File: src/hdl/vca_pkg.sv
// Shared types and constants for the velocity command arbiter.
package vca_pkg;

  localparam int OP_WIDTH  = 2;
  localparam int IDX_WIDTH = 3;

  typedef enum logic [OP_WIDTH-1:0] {
    OP_JOY  = 2'd0,
    OP_NAV  = 2'd1,
    OP_TICK = 2'd2
  } op_t;

  typedef enum logic [1:0] {
    SRC_JOY  = 2'd0,
    SRC_NAV  = 2'd1,
    SRC_STOP = 2'd2
  } src_t;

  typedef struct packed {
    logic halt;
    src_t source;
  } status_t;

  localparam logic [IDX_WIDTH-1:0] REG_MAX_YAW_RATE  = 3'd0;
  localparam logic [IDX_WIDTH-1:0] REG_MAX_LATERAL   = 3'd1;
  localparam logic [IDX_WIDTH-1:0] REG_DEADZONE      = 3'd2;
  localparam logic [IDX_WIDTH-1:0] REG_TIMEOUT_TICKS = 3'd3;
  localparam logic [IDX_WIDTH-1:0] REG_ROTATE_ASSIST = 3'd4;

  localparam logic [31:0] RST_MAX_YAW_RATE  = 32'd5734;
  localparam logic [31:0] RST_MAX_LATERAL   = 32'd2048;
  localparam logic [31:0] RST_DEADZONE      = 32'd205;
  localparam logic [31:0] RST_TIMEOUT_TICKS = 32'd50;
  localparam logic [31:0] RST_ROTATE_ASSIST = 32'd410;

endpackage

File: src/hdl/velocity_command_arbiter.sv
// Top level of the velocity command arbiter: input register, state, result register.
//
//  channel | ports                                          | direction
//  --------+------------------------------------------------+----------
//  in      | in_valid/in_ready, in_op, in_joy_*, in_nav_*   | to block
//  out     | out_valid/out_ready, out_forward/lateral/yaw,  | from block
//          | out_halt, out_source                           |
//  cfg     | cfg_we, cfg_index, cfg_data                    | to block
//
// A word is taken into the input register; when it advances it is applied to the held state
// and, for a tick, loads the result register, which drives out_* directly. One word per
// cycle while no tick waits, set by the single input register stage.
// Lateral and yaw each take one signed multiply between the input register and the held
// state. A tick in the input register waits while an earlier result is still not taken,
// and the input stalls behind it; nothing else stalls. Reset loads the register defaults,
// clears held velocities and marks the command stale.
module velocity_command_arbiter #(
  parameter int VEL_WIDTH = 16,
  parameter int FRAC_BITS = 12,
  parameter int AGE_WIDTH = 16
) (
  input  logic                                   clk,
  input  logic                                   rst_n,
  input  logic                                   in_valid,
  output logic                                   in_ready,
  input  logic [vca_pkg::OP_WIDTH-1:0]           in_op,
  input  logic signed [VEL_WIDTH-1:0]            in_joy_forward,
  input  logic signed [VEL_WIDTH-1:0]            in_joy_lateral,
  input  logic signed [VEL_WIDTH-1:0]            in_joy_yaw,
  input  logic signed [VEL_WIDTH-1:0]            in_nav_forward,
  input  logic signed [VEL_WIDTH-1:0]            in_nav_lateral,
  input  logic signed [VEL_WIDTH-1:0]            in_nav_yaw,
  output logic                                   out_valid,
  input  logic                                   out_ready,
  output logic signed [VEL_WIDTH-1:0]            out_forward,
  output logic signed [VEL_WIDTH-1:0]            out_lateral,
  output logic signed [VEL_WIDTH-1:0]            out_yaw,
  output logic                                   out_halt,
  output logic [1:0]                             out_source,
  input  logic                                   cfg_we,
  input  logic [vca_pkg::IDX_WIDTH-1:0]          cfg_index,
  input  logic [((VEL_WIDTH > AGE_WIDTH) ? VEL_WIDTH : AGE_WIDTH)-1:0] cfg_data
);

  // config registers
  logic        [VEL_WIDTH-2:0] max_yaw_rate_r, max_lateral_r, deadzone_r;
  logic        [AGE_WIDTH-1:0] timeout_ticks_r;
  logic signed [VEL_WIDTH-1:0] rotate_assist_r;

  // input register
  logic                         in_valid_r;
  logic [vca_pkg::OP_WIDTH-1:0] op_r;
  logic signed [VEL_WIDTH-1:0]  joy_f_r, joy_l_r, joy_y_r, nav_f_in_r, nav_l_in_r, nav_y_in_r;

  // held state
  logic signed [VEL_WIDTH-1:0]  held_joy_f_r, held_joy_l_r, held_joy_y_r;
  logic signed [VEL_WIDTH-1:0]  held_nav_f_r, held_nav_l_r, held_nav_y_r;
  logic [AGE_WIDTH-1:0]         age_r, age_nxt;

  // result register
  logic                         out_valid_r;
  logic signed [VEL_WIDTH-1:0]  out_f_r, out_l_r, out_y_r;
  vca_pkg::status_t             out_status_r;

  logic                         in_accept, advance, is_tick, fresh;
  logic signed [VEL_WIDTH-1:0]  scl_f, scl_l, scl_y, sel_f, sel_l, sel_y;
  vca_pkg::status_t             sel_status;

  assign is_tick   = (op_r == vca_pkg::OP_TICK);
  assign advance   = in_valid_r && (!is_tick || !out_valid_r || out_ready);
  assign in_ready  = !in_valid_r || advance;
  assign in_accept = in_valid && in_ready;

  always_ff @(posedge clk) begin
    if (!rst_n) begin
      max_yaw_rate_r  <= vca_pkg::RST_MAX_YAW_RATE[VEL_WIDTH-2:0];
      max_lateral_r   <= vca_pkg::RST_MAX_LATERAL[VEL_WIDTH-2:0];
      deadzone_r      <= vca_pkg::RST_DEADZONE[VEL_WIDTH-2:0];
      timeout_ticks_r <= vca_pkg::RST_TIMEOUT_TICKS[AGE_WIDTH-1:0];
      rotate_assist_r <= vca_pkg::RST_ROTATE_ASSIST[VEL_WIDTH-1:0];
    end else if (cfg_we) begin
      unique case (cfg_index)
        vca_pkg::REG_MAX_YAW_RATE:  max_yaw_rate_r  <= cfg_data[VEL_WIDTH-2:0];
        vca_pkg::REG_MAX_LATERAL:   max_lateral_r   <= cfg_data[VEL_WIDTH-2:0];
        vca_pkg::REG_DEADZONE:      deadzone_r      <= cfg_data[VEL_WIDTH-2:0];
        vca_pkg::REG_TIMEOUT_TICKS: timeout_ticks_r <= cfg_data[AGE_WIDTH-1:0];
        vca_pkg::REG_ROTATE_ASSIST: rotate_assist_r <= cfg_data[VEL_WIDTH-1:0];
        default: ;
      endcase
    end
  end

  always_ff @(posedge clk) begin
    if (!rst_n) begin
      in_valid_r <= 1'b0;
    end else if (in_accept) begin
      in_valid_r <= 1'b1;
    end else if (advance) begin
      in_valid_r <= 1'b0;
    end
  end

  always_ff @(posedge clk) begin
    if (in_accept) begin
      op_r       <= in_op;
      joy_f_r    <= in_joy_forward;
      joy_l_r    <= in_joy_lateral;
      joy_y_r    <= in_joy_yaw;
      nav_f_in_r <= in_nav_forward;
      nav_l_in_r <= in_nav_lateral;
      nav_y_in_r <= in_nav_yaw;
    end
  end

  vca_joy_scale #(
    .VEL_WIDTH(VEL_WIDTH),
    .FRAC_BITS(FRAC_BITS)
  ) u_joy (
    .joy_forward (joy_f_r),
    .joy_lateral (joy_l_r),
    .joy_yaw     (joy_y_r),
    .max_yaw_rate(max_yaw_rate_r),
    .max_lateral (max_lateral_r),
    .fwd         (scl_f),
    .lat         (scl_l),
    .yaw         (scl_y)
  );

  // age the command, saturating at all ones
  assign age_nxt = (age_r == '1) ? age_r : age_r + 1'b1;
  assign fresh   = (age_nxt < timeout_ticks_r);

  vca_select #(
    .VEL_WIDTH(VEL_WIDTH)
  ) u_sel (
    .joy_fwd      (held_joy_f_r),
    .joy_lat      (held_joy_l_r),
    .joy_yaw      (held_joy_y_r),
    .nav_fwd      (held_nav_f_r),
    .nav_lat      (held_nav_l_r),
    .nav_yaw      (held_nav_y_r),
    .deadzone     (deadzone_r),
    .fresh        (fresh),
    .rotate_assist(rotate_assist_r),
    .fwd          (sel_f),
    .lat          (sel_l),
    .yaw          (sel_y),
    .status       (sel_status)
  );

  always_ff @(posedge clk) begin
    if (!rst_n) begin
      held_joy_f_r <= '0;
      held_joy_l_r <= '0;
      held_joy_y_r <= '0;
      held_nav_f_r <= '0;
      held_nav_l_r <= '0;
      held_nav_y_r <= '0;
      age_r        <= '1;
    end else if (advance) begin
      case (op_r)
        vca_pkg::OP_JOY: begin
          held_joy_f_r <= scl_f;
          held_joy_l_r <= scl_l;
          held_joy_y_r <= scl_y;
        end
        vca_pkg::OP_NAV: begin
          held_nav_f_r <= nav_f_in_r;
          held_nav_l_r <= nav_l_in_r;
          held_nav_y_r <= nav_y_in_r;
          age_r        <= '0;
        end
        vca_pkg::OP_TICK: begin
          age_r <= age_nxt;
        end
        default: ;
      endcase
    end
  end

  always_ff @(posedge clk) begin
    if (!rst_n) begin
      out_valid_r <= 1'b0;
    end else if (advance && is_tick) begin
      out_valid_r <= 1'b1;
    end else if (out_ready) begin
      out_valid_r <= 1'b0;
    end
  end

  always_ff @(posedge clk) begin
    if (advance && is_tick) begin
      out_f_r      <= sel_f;
      out_l_r      <= sel_l;
      out_y_r      <= sel_y;
      out_status_r <= sel_status;
    end
  end

  assign out_valid   = out_valid_r;
  assign out_forward = out_f_r;
  assign out_lateral = out_l_r;
  assign out_yaw     = out_y_r;
  assign out_halt    = out_status_r.halt;
  assign out_source  = out_status_r.source;

  a_nav_clears_age: assert property (@(posedge clk) disable iff (!rst_n)
    (advance && op_r == vca_pkg::OP_NAV) |=> (age_r == '0))
    else $error("command word did not restart the age counter");

  a_halt_matches: assert property (@(posedge clk) disable iff (!rst_n)
    out_valid_r |-> (out_status_r.halt ==
                     (out_f_r == '0 && out_l_r == '0 && out_y_r == '0)))
    else $error("halt flag disagrees with result velocity");

  a_stop_halts: assert property (@(posedge clk) disable iff (!rst_n)
    (out_valid_r && out_status_r.source == vca_pkg::SRC_STOP) |-> out_status_r.halt)
    else $error("stop source without halt");

  a_stall_cause: assert property (@(posedge clk) disable iff (!rst_n)
    !in_ready |-> (in_valid_r && is_tick && out_valid_r && !out_ready))
    else $error("input stalled without a pending result");

  a_tick_no_drop: assert property (@(posedge clk) disable iff (!rst_n)
    (advance && is_tick) |=> out_valid_r)
    else $error("tick advanced without a result");

endmodule

File: src/hdl/vca_joy_scale.sv
// Joystick conditioning: forward clamp, lateral and yaw scaling with limits.
module vca_joy_scale #(
  parameter int VEL_WIDTH = 16,
  parameter int FRAC_BITS = 12
) (
  input  logic signed [VEL_WIDTH-1:0] joy_forward,
  input  logic signed [VEL_WIDTH-1:0] joy_lateral,
  input  logic signed [VEL_WIDTH-1:0] joy_yaw,
  input  logic        [VEL_WIDTH-2:0] max_yaw_rate,
  input  logic        [VEL_WIDTH-2:0] max_lateral,
  output logic signed [VEL_WIDTH-1:0] fwd,
  output logic signed [VEL_WIDTH-1:0] lat,
  output logic signed [VEL_WIDTH-1:0] yaw
);

  localparam int PW = 2 * VEL_WIDTH;
  // unit value, or the largest positive value when 1.0 does not fit
  localparam longint ONE_L = (FRAC_BITS >= VEL_WIDTH - 1) ?
                             ((longint'(1) << (VEL_WIDTH - 1)) - 1) :
                             (longint'(1) << FRAC_BITS);
  localparam logic signed [VEL_WIDTH-1:0] ONE_P = VEL_WIDTH'(ONE_L);
  localparam logic signed [VEL_WIDTH-1:0] ONE_N = -ONE_P;
  localparam logic signed [PW-1:0] VMAX_P =
    {{(PW-VEL_WIDTH+1){1'b0}}, {(VEL_WIDTH-1){1'b1}}};
  localparam logic signed [PW-1:0] VMIN_P =
    {{(PW-VEL_WIDTH+1){1'b1}}, {(VEL_WIDTH-1){1'b0}}};

  logic signed [PW-1:0] lat_prod, lat_sh, lat_lim, lat_lim_n;
  logic signed [PW-1:0] yaw_prod, yaw_sh;

  always_comb begin
    if (joy_forward > ONE_P) begin
      fwd = ONE_P;
    end else if (joy_forward < ONE_N) begin
      fwd = ONE_N;
    end else begin
      fwd = joy_forward;
    end
  end

  // arithmetic shift rounds toward minus infinity
  assign lat_prod  = PW'(joy_lateral) * $signed({{(PW-VEL_WIDTH+1){1'b0}}, max_lateral});
  assign lat_sh    = lat_prod >>> FRAC_BITS;
  assign lat_lim   = $signed({{(PW-VEL_WIDTH+1){1'b0}}, max_lateral});
  assign lat_lim_n = -lat_lim;

  always_comb begin
    if (lat_sh > lat_lim) begin
      lat = lat_lim[VEL_WIDTH-1:0];
    end else if (lat_sh < lat_lim_n) begin
      lat = lat_lim_n[VEL_WIDTH-1:0];
    end else begin
      lat = lat_sh[VEL_WIDTH-1:0];
    end
  end

  assign yaw_prod = PW'(joy_yaw) * $signed({{(PW-VEL_WIDTH+1){1'b0}}, max_yaw_rate});
  assign yaw_sh   = yaw_prod >>> FRAC_BITS;

  always_comb begin
    if (yaw_sh > VMAX_P) begin
      yaw = VMAX_P[VEL_WIDTH-1:0];
    end else if (yaw_sh < VMIN_P) begin
      yaw = VMIN_P[VEL_WIDTH-1:0];
    end else begin
      yaw = yaw_sh[VEL_WIDTH-1:0];
    end
  end

endmodule

File: src/hdl/vca_select.sv
// Source selection on a tick: joystick, fresh autonomous command or stop, plus assist.
module vca_select #(
  parameter int VEL_WIDTH = 16
) (
  input  logic signed [VEL_WIDTH-1:0] joy_fwd,
  input  logic signed [VEL_WIDTH-1:0] joy_lat,
  input  logic signed [VEL_WIDTH-1:0] joy_yaw,
  input  logic signed [VEL_WIDTH-1:0] nav_fwd,
  input  logic signed [VEL_WIDTH-1:0] nav_lat,
  input  logic signed [VEL_WIDTH-1:0] nav_yaw,
  input  logic        [VEL_WIDTH-2:0] deadzone,
  input  logic                        fresh,
  input  logic signed [VEL_WIDTH-1:0] rotate_assist,
  output logic signed [VEL_WIDTH-1:0] fwd,
  output logic signed [VEL_WIDTH-1:0] lat,
  output logic signed [VEL_WIDTH-1:0] yaw,
  output vca_pkg::status_t            status
);

  logic [VEL_WIDTH-1:0] abs_f, abs_l, abs_y;
  logic                 joy_active;
  logic signed [VEL_WIDTH-1:0] pick_f, pick_l, pick_y;
  vca_pkg::src_t        src;

  // magnitude as unsigned, so the most negative value still compares right
  assign abs_f = joy_fwd[VEL_WIDTH-1] ? (~joy_fwd + 1'b1) : joy_fwd;
  assign abs_l = joy_lat[VEL_WIDTH-1] ? (~joy_lat + 1'b1) : joy_lat;
  assign abs_y = joy_yaw[VEL_WIDTH-1] ? (~joy_yaw + 1'b1) : joy_yaw;

  assign joy_active = (abs_f > {1'b0, deadzone}) || (abs_l > {1'b0, deadzone}) ||
                      (abs_y > {1'b0, deadzone});

  always_comb begin
    if (joy_active) begin
      pick_f = joy_fwd;
      pick_l = joy_lat;
      pick_y = joy_yaw;
      src    = vca_pkg::SRC_JOY;
    end else if (fresh) begin
      pick_f = nav_fwd;
      pick_l = nav_lat;
      pick_y = nav_yaw;
      src    = vca_pkg::SRC_NAV;
    end else begin
      pick_f = '0;
      pick_l = '0;
      pick_y = '0;
      src    = vca_pkg::SRC_STOP;
    end
  end

  // pure rotation: add forward assist
  assign fwd = (pick_f == '0 && pick_l == '0 && pick_y != '0) ? rotate_assist : pick_f;
  assign lat = pick_l;
  assign yaw = pick_y;

  assign status.halt   = (fwd == '0) && (pick_l == '0) && (pick_y == '0);
  assign status.source = src;

endmodule
File: config.mk
export PLATFORM = sky130hd
export DESIGN_NAME = velocity_command_arbiter
export DESIGN_NICKNAME = d
export VERILOG_FILES = /design/src/hdl/vca_pkg.sv /design/src/hdl/velocity_command_arbiter.sv /design/src/hdl/vca_joy_scale.sv /design/src/hdl/vca_select.sv
export SDC_FILE = /design/constraint.sdc
export NUM_CORES = 2
export LEC_CHECK = 0
export ABC_AREA = 1
export ABC_CLOCK_PERIOD_IN_PS = 12100
export BUFFER_PORTS_ARGS = -buffer_cell sky130_fd_sc_hd__buf_2
export CAP_MARGIN = 20
export CELL_PAD_IN_SITES_DETAIL_PLACEMENT = 1
export CELL_PAD_IN_SITES_GLOBAL_PLACEMENT = 1
export CORE_ASPECT_RATIO = 0.9
export CORE_MARGIN = 2
export CORE_UTILIZATION = 53
export CTS_BUF_LIST = sky130_fd_sc_hd__clkbuf_8
export DETAILED_ROUTE_END_ITERATION = 8
export GPL_TIMING_DRIVEN = 0
export PLACE_DENSITY_LB_ADDON = 0.1
export SYNTH_ARGS = -nofsm -noshare
export SYNTH_HDL_FRONTEND = slang
export SYNTH_SLANG_ARGS = --single-unit
File: constraint.sdc
create_clock -name clk -period 12.1 [get_ports clk]
set_clock_uncertainty 0.2 [all_clocks]
set_input_delay 1.815 -clock clk [delete_from_list [all_inputs] [get_ports clk]]
set_output_delay 1.815 -clock clk [all_outputs]
set_load 0.02 [all_outputs]
[Word-level counts from Yosys, hierarchy flattened]
Cells that the tools add are included.
Cells by class
  add/sub/neg operators: 5
  $mul: 2
  order comparisons: 10
  equality and inequality tests: 7
  mux-type cells: 23
  bitwise operators: 3
  reductions and logical operators: 33
Operators by type and width (count)
  $mux 16: 17
  $add 16x1->16 const B: 4
  $logic_not 16->1: 4
  $mul 16x16->32: 2
  $gt 16x15->1: 3
  $not 16->16: 3
  $lt 20x32->1: 1
  $neg 15->32: 1
  $pmux 16 s2: 1
  $gt 20x16->1: 1
  $gt 20x16->1 const B: 1
  $lt 20x16->1 const B: 1
  $eq 16x16->1 const B: 1
  $gt 16x14->1 const B: 1
  $lt 16x13->1 const B: 1
  $lt 16x16->1: 1
  $reduce_and 2->1: 8
  $reduce_bool 16->1: 1
  $logic_and 1x1->1: 7
  $eq 3x2->1 const B: 2
  $reduce_bool 2->1: 3
  $logic_or 1x1->1: 5
  $mux 1: 4
  $eq 3x1->1 const B: 1
  7 further kinds: 9
Storage, ports and cells
  register bits after elaboration: 340
  input port bits: 122
  output and inout bits: 53
  logic and storage cells: 109

[Logic depth before layout (Yosys ltp)]
  depth in word-level cells: 14
  mapped depth: 45
  mapped depth without buffers: 42

[Hierarchy]
Synthesis repeated with hierarchy kept, for this count alone.
Unflattened totals
  cells, all modules: 4685
  area total of the unflattened synthesis: 37071.8 um^2
By module, submodules not included
  vca_joy_scale: times used 1, cells each 2851, area an instance 21509.4 um^2
  velocity_command_arbiter: times used 1, cells each 1110, area an instance 11905.2 um^2
  vca_select: times used 1, cells each 724, area an instance 3657.3 um^2

[Worst setup path before layout]
No wires, ideal clock.
  kind: register -> register
  from: reg max_lateral_r[2]
  to: reg held_joy_l_r[0]
  arrival time: 7638 ps
  path slack: 4130 ps
  stages on the path, launching flop included: 38
  path through: dfxtp_1 > buf_6 > clkbuf_1 > nand2_1 > fa_1 > fa_1 > inv_1 > fa_1 > fa_1 > fa_1 > inv_1 > fa_1 > inv_1 > ha_1 > nand2_1 > o21a_1 > inv_1 > a21oi_1 > [... 2 more ...] > nand2_1 > xor2_1 > inv_1 > ha_1 > buf_4 > nand4_1 > nor3_1 > and3_1 > nand2_1 > nor2_1 > a211oi_2 > nand2_1 > nand2_2 > nand2_4 > buf_4 > nand3_1 > nand3_1 > a21oi_1
On the way
  cells in the longest elaborated chain, start to end: 4
  elaborated cells on any way between the ends: 6
RTL lines
  start, declared: RTL line velocity_command_arbiter.sv:46  | logic [VEL_WIDTH-2:0] max_yaw_rate_r, max_lateral_r, deadzone_r;
  start signal, assigned: RTL line velocity_command_arbiter.sv:77  | max_lateral_r <= vca_pkg::RST_MAX_LATERAL[VEL_WIDTH-2:0];
  start signal, assigned: RTL line velocity_command_arbiter.sv:84  | vca_pkg::REG_MAX_LATERAL: max_lateral_r <= cfg_data[VEL_WIDTH-2:0];
  $mul 16x16->32 / $neg 15->32 (equally long branches): RTL line vca_joy_scale.sv:42, vca_joy_scale.sv:45
  $lt 20x32->1: RTL line vca_joy_scale.sv:50  | end else if (lat_sh < lat_lim_n) begin
  $mux 16: RTL line vca_joy_scale.sv:50
  $mux 16 *: RTL line vca_joy_scale.sv:48  | if (lat_sh > lat_lim) begin
  end signal, assigned: RTL line velocity_command_arbiter.sv:164  | held_joy_l_r <= scl_l;
  end, declared: RTL line velocity_command_arbiter.sv:56  | logic signed [VEL_WIDTH-1:0] held_joy_f_r, held_joy_l_r, held_joy_y_r;
Every way passes the cells marked *; elsewhere a longest branch is shown, timed or not.
A chain may end at the register's enable or synchronous reset.

[Final worst setup path]
  from: reg joy_l_r[15]
  to: reg held_joy_l_r[15]
On the way
  cells in the longest elaborated chain, start to end: 4
  elaborated cells on any way between the ends: 5
RTL lines
  start, declared: RTL line velocity_command_arbiter.sv:53  | logic signed [VEL_WIDTH-1:0] joy_f_r, joy_l_r, joy_y_r, nav_f_in_r, nav_l_in_r, nav_y_in_r;
  start signal, assigned: RTL line velocity_command_arbiter.sv:107  | joy_l_r <= in_joy_lateral;
  $mul 16x16->32 *: RTL line vca_joy_scale.sv:42  | assign lat_prod = PW'(joy_lateral) * $signed({{(PW-VEL_WIDTH+1){1'b0}}, max_lateral});
  $lt 20x32->1: RTL line vca_joy_scale.sv:50
  $mux 16: RTL line vca_joy_scale.sv:50
  $mux 16 *: RTL line vca_joy_scale.sv:48
Marked as above.

==> metrics.yaml <==
sta:
  hold_viol: 0
  rsz0062_at_grt: "false"
  slew_violations: 0
  max_freq_mhz: 97.79
  finalCriticalPeriod_ps: 10230
  relSlewSlack: 0.3389
  final-setup-viol-count: 0
  min_period_over_period: 0.8452
  setup_tns_ps: 0
  tightest_slew_ps: 991.6
worst_setup_path:
  endpoint_kind: "flip-flop"
  worstReg2RegStart: "joy_l_r[15]"
  worstPathRequired_ps: 12450
  rrSetupSlack_ps: 1870
  cpMostUsedCell: "inv_1"
  slowest_stage: "fa_1"
  timing.rr.end: "held_joy_l_r[15]"
  critical_path_class: "reg -> reg"
  slowest_delay_ps: 690
  cp-start-kind: "flip-flop"
  worstRegToRegCells: 38
  timing.critical_path.from: "joy_l_r[15]"
  critPathMaxFanout: 12
  crit_arrival_ps: 10570
min_path:
  hold_class: "reg -> reg"
  whs_path_depth: 2
  whs_endpoint: "held_nav_y_r[11]"
  min-delay-start: "held_nav_y_r[11]"
grt:
  first_global_vias: 33252
  grt_overflow: 0
  grt_max_degree: 65
  track_usage: 0.3382
  antenna_found_initial: 5
  grt_pass1_wl_um: 183100
power_and_ir_drop:
  irDropWorstVdd_mv: 0.2460
  total_power_mw: 8.888
  power_leakage_nw: 21.04
  powerDensity_mw_per_mm2: 224.8
clock_network:
  hold_buffers: 0
  post_cts_buffers: 0
  cts_max_level: 2
  clock_sinks: 340
  clk_pin_slew_ps: 70
  cts_resized: 0
  cts_buffers: 61
  cts_tree: "done"
  clockRootBuffer: "clkbuf_8"
  clock_latency_ps: 720
  cts_buffer_depth: 3
floorplan:
  io_pins: 175
  start_util: 0.5380
  die_area_mm2: 0.07047
  rows: 90
  core_area_mm2: 0.06734
  fp.dieH_um: 252.0
  die_w_um: 279.6
final_layout:
  layout.nets: 5512
  syn_to_final_growth_pct: 9.138
  layout-drive-gt1-share: 0.07967
status:
  status: "complete, no violations"
synth:
  synth-main-ff-cell: "dfxtp_1"
  ys_warn_count: 0
  seq_area_frac_synth: 0.2290
  synth_area_mm2: 0.03623
  synth-seq-cells: 340
  syn_inst: 4391
  synth-edff-count: 149
  syn_avg_cell_area_um2: 8.251
  syn_nets: 5274
  synthArstFlopShare: 0
  synth_cell_types: 56
drt:
  firstDrtPassIters: 6
  wl_per_cell_um: 21.07
  routed-via-count: 30483
  ant_nets: 0
  avgViaCountPerCell: 5.486
  drt_iter0_drc: 2123
  route.detailed.drc: 0
  drt-total-wl_um: 117100
job:
  maxCapViolCount: 0
place:
  gp_congestion: 0.9521
  port_buffers: 173
  hpwl_um: 96530
[layout make-up]
type	count	area [µm²]
repair buffers	175	913.4
clock buffers	69	949.7
clock inverters	47	349.1
inverters	1092	4104
fillers	8318	27800
flip-flops and latches	340	8298
diodes	1	2.502
multi-input cells	2780	22970
plain buffers	179	858.3
well taps	874	1094
[synth_stat cells, drive strengths merged (22+ instances only)]
| cell type | n | area (µm²) |
|---|---|---|
| inv | 1086 | 4076 |
| nand2 | 911 | 3460 |
| fa | 490 | 9809 |
| ha | 271 | 3391 |
| a21oi | 251 | 1256 |
| o21ai | 233 | 1177 |
| nor2 | 205 | 898.4 |
| dfxtp | 191 | 3824 |
| edfxtp | 149 | 4474 |
| clkbuf | 138 | 518.0 |
| nand4 | 77 | 494.2 |
| nand3 | 69 | 377.9 |
| xor2 | 66 | 578.1 |
| xnor2 | 42 | 367.9 |
| buf | 41 | 340.3 |
| nor3 | 29 | 161.4 |
| a31oi | 22 | 137.6 |
[cell families after synthesis]
family | Yosys count | synth area share
simple gates | 1308 | 0.1519
buf+inv | 1271 | 0.1369
fa+ha+maj | 761 | 0.3643
compound gates | 603 | 0.09176
flops | 340 | 0.2290
xor+xnor | 108 | 0.02611
[power by group]
group          internal (mW)  switching, mW
combinational           2.32           4.06
sequential              1.28         0.0598
clock                  0.617          0.553
total                   4.22           4.67
[worst max-delay path, delay by kind of cell (launching register included)]
family / cells / cell delay, ps
AND/OR/NAND/NOR: 15 / 2290
XOR/XNOR: 1 / 370
buffers and inverters: 9 / 1590
adder cells (fa/ha/maj): 8 / 4090
flip-flops: 1 / 650
AO/OA/AOI/OAI: 5 / 860
[per-stage QoR]
stage	hold slack, ps	setup slack, ps	cell area [µm²]	std cells	util
floorplan	223.7	4130	36230	4391	-
global placement	235.0	2473	38190	5438	0.5671
detailed placement	240.6	2172	38240	5440	0.5679
CTS	253.2	2128	39540	5556	0.5872
global route	270.7	1319	39540	5557	0.5872
finish	251.0	1873	39540	5557	0.5872
[how the worst max path moves through the flow]
| stage | end | slack [ps] | depth (start not counted) |
|---|---|---|---|
| detailed placement | held_joy_l_r[15] | 2170 | 35 |
| global route | held_joy_l_r[15] | 1320 | 38 |
| floorplan | held_joy_l_r[0] | 4130 | 37 |
| CTS | held_joy_l_r[15] | 2130 | 38 |
| global placement | held_joy_l_r[15] | 2470 | 42 |
| finish | held_joy_l_r[15] | 1870 | 38 |
[cells in the final DEF, fill, tap and decap left out, types with 13 or more instances in the layout]
cell type,count
inv_1,1094
nand2_1,899
fa_1,490
ha_1,271
a21oi_1,251
o21ai_0,212
dfxtp_1,191
buf_2,181
nor2_1,180
edfxtp_1,149
clkbuf_1,138
nand4_1,75
clkbuf_8,69
xor2_1,66
nand3_1,64
xnor2_1,42
nor3_1,27
a31oi_1,22
o21ai_1,18
nor2_2,17
buf_6,17
inv_2,15
a211oi_1,15
o211ai_1,15
o21a_1,15
a22oi_1,15
buf_4,13
[metal layers]
metal | wire length, µm | up-vias | global-route usage | share of wire
met5 | 37 | - | 0 | 0.00032
li1 | - | 13896 | - | -
met3 | 9832 | 256 | 0.07001 | 0.084
met4 | 4443 | 6 | 0.1216 | 0.038
met1 | 48920 | 15243 | 0.4438 | 0.42
met2 | 53830 | 1082 | 0.5558 | 0.46
Power figures use the tool's default switching activity.
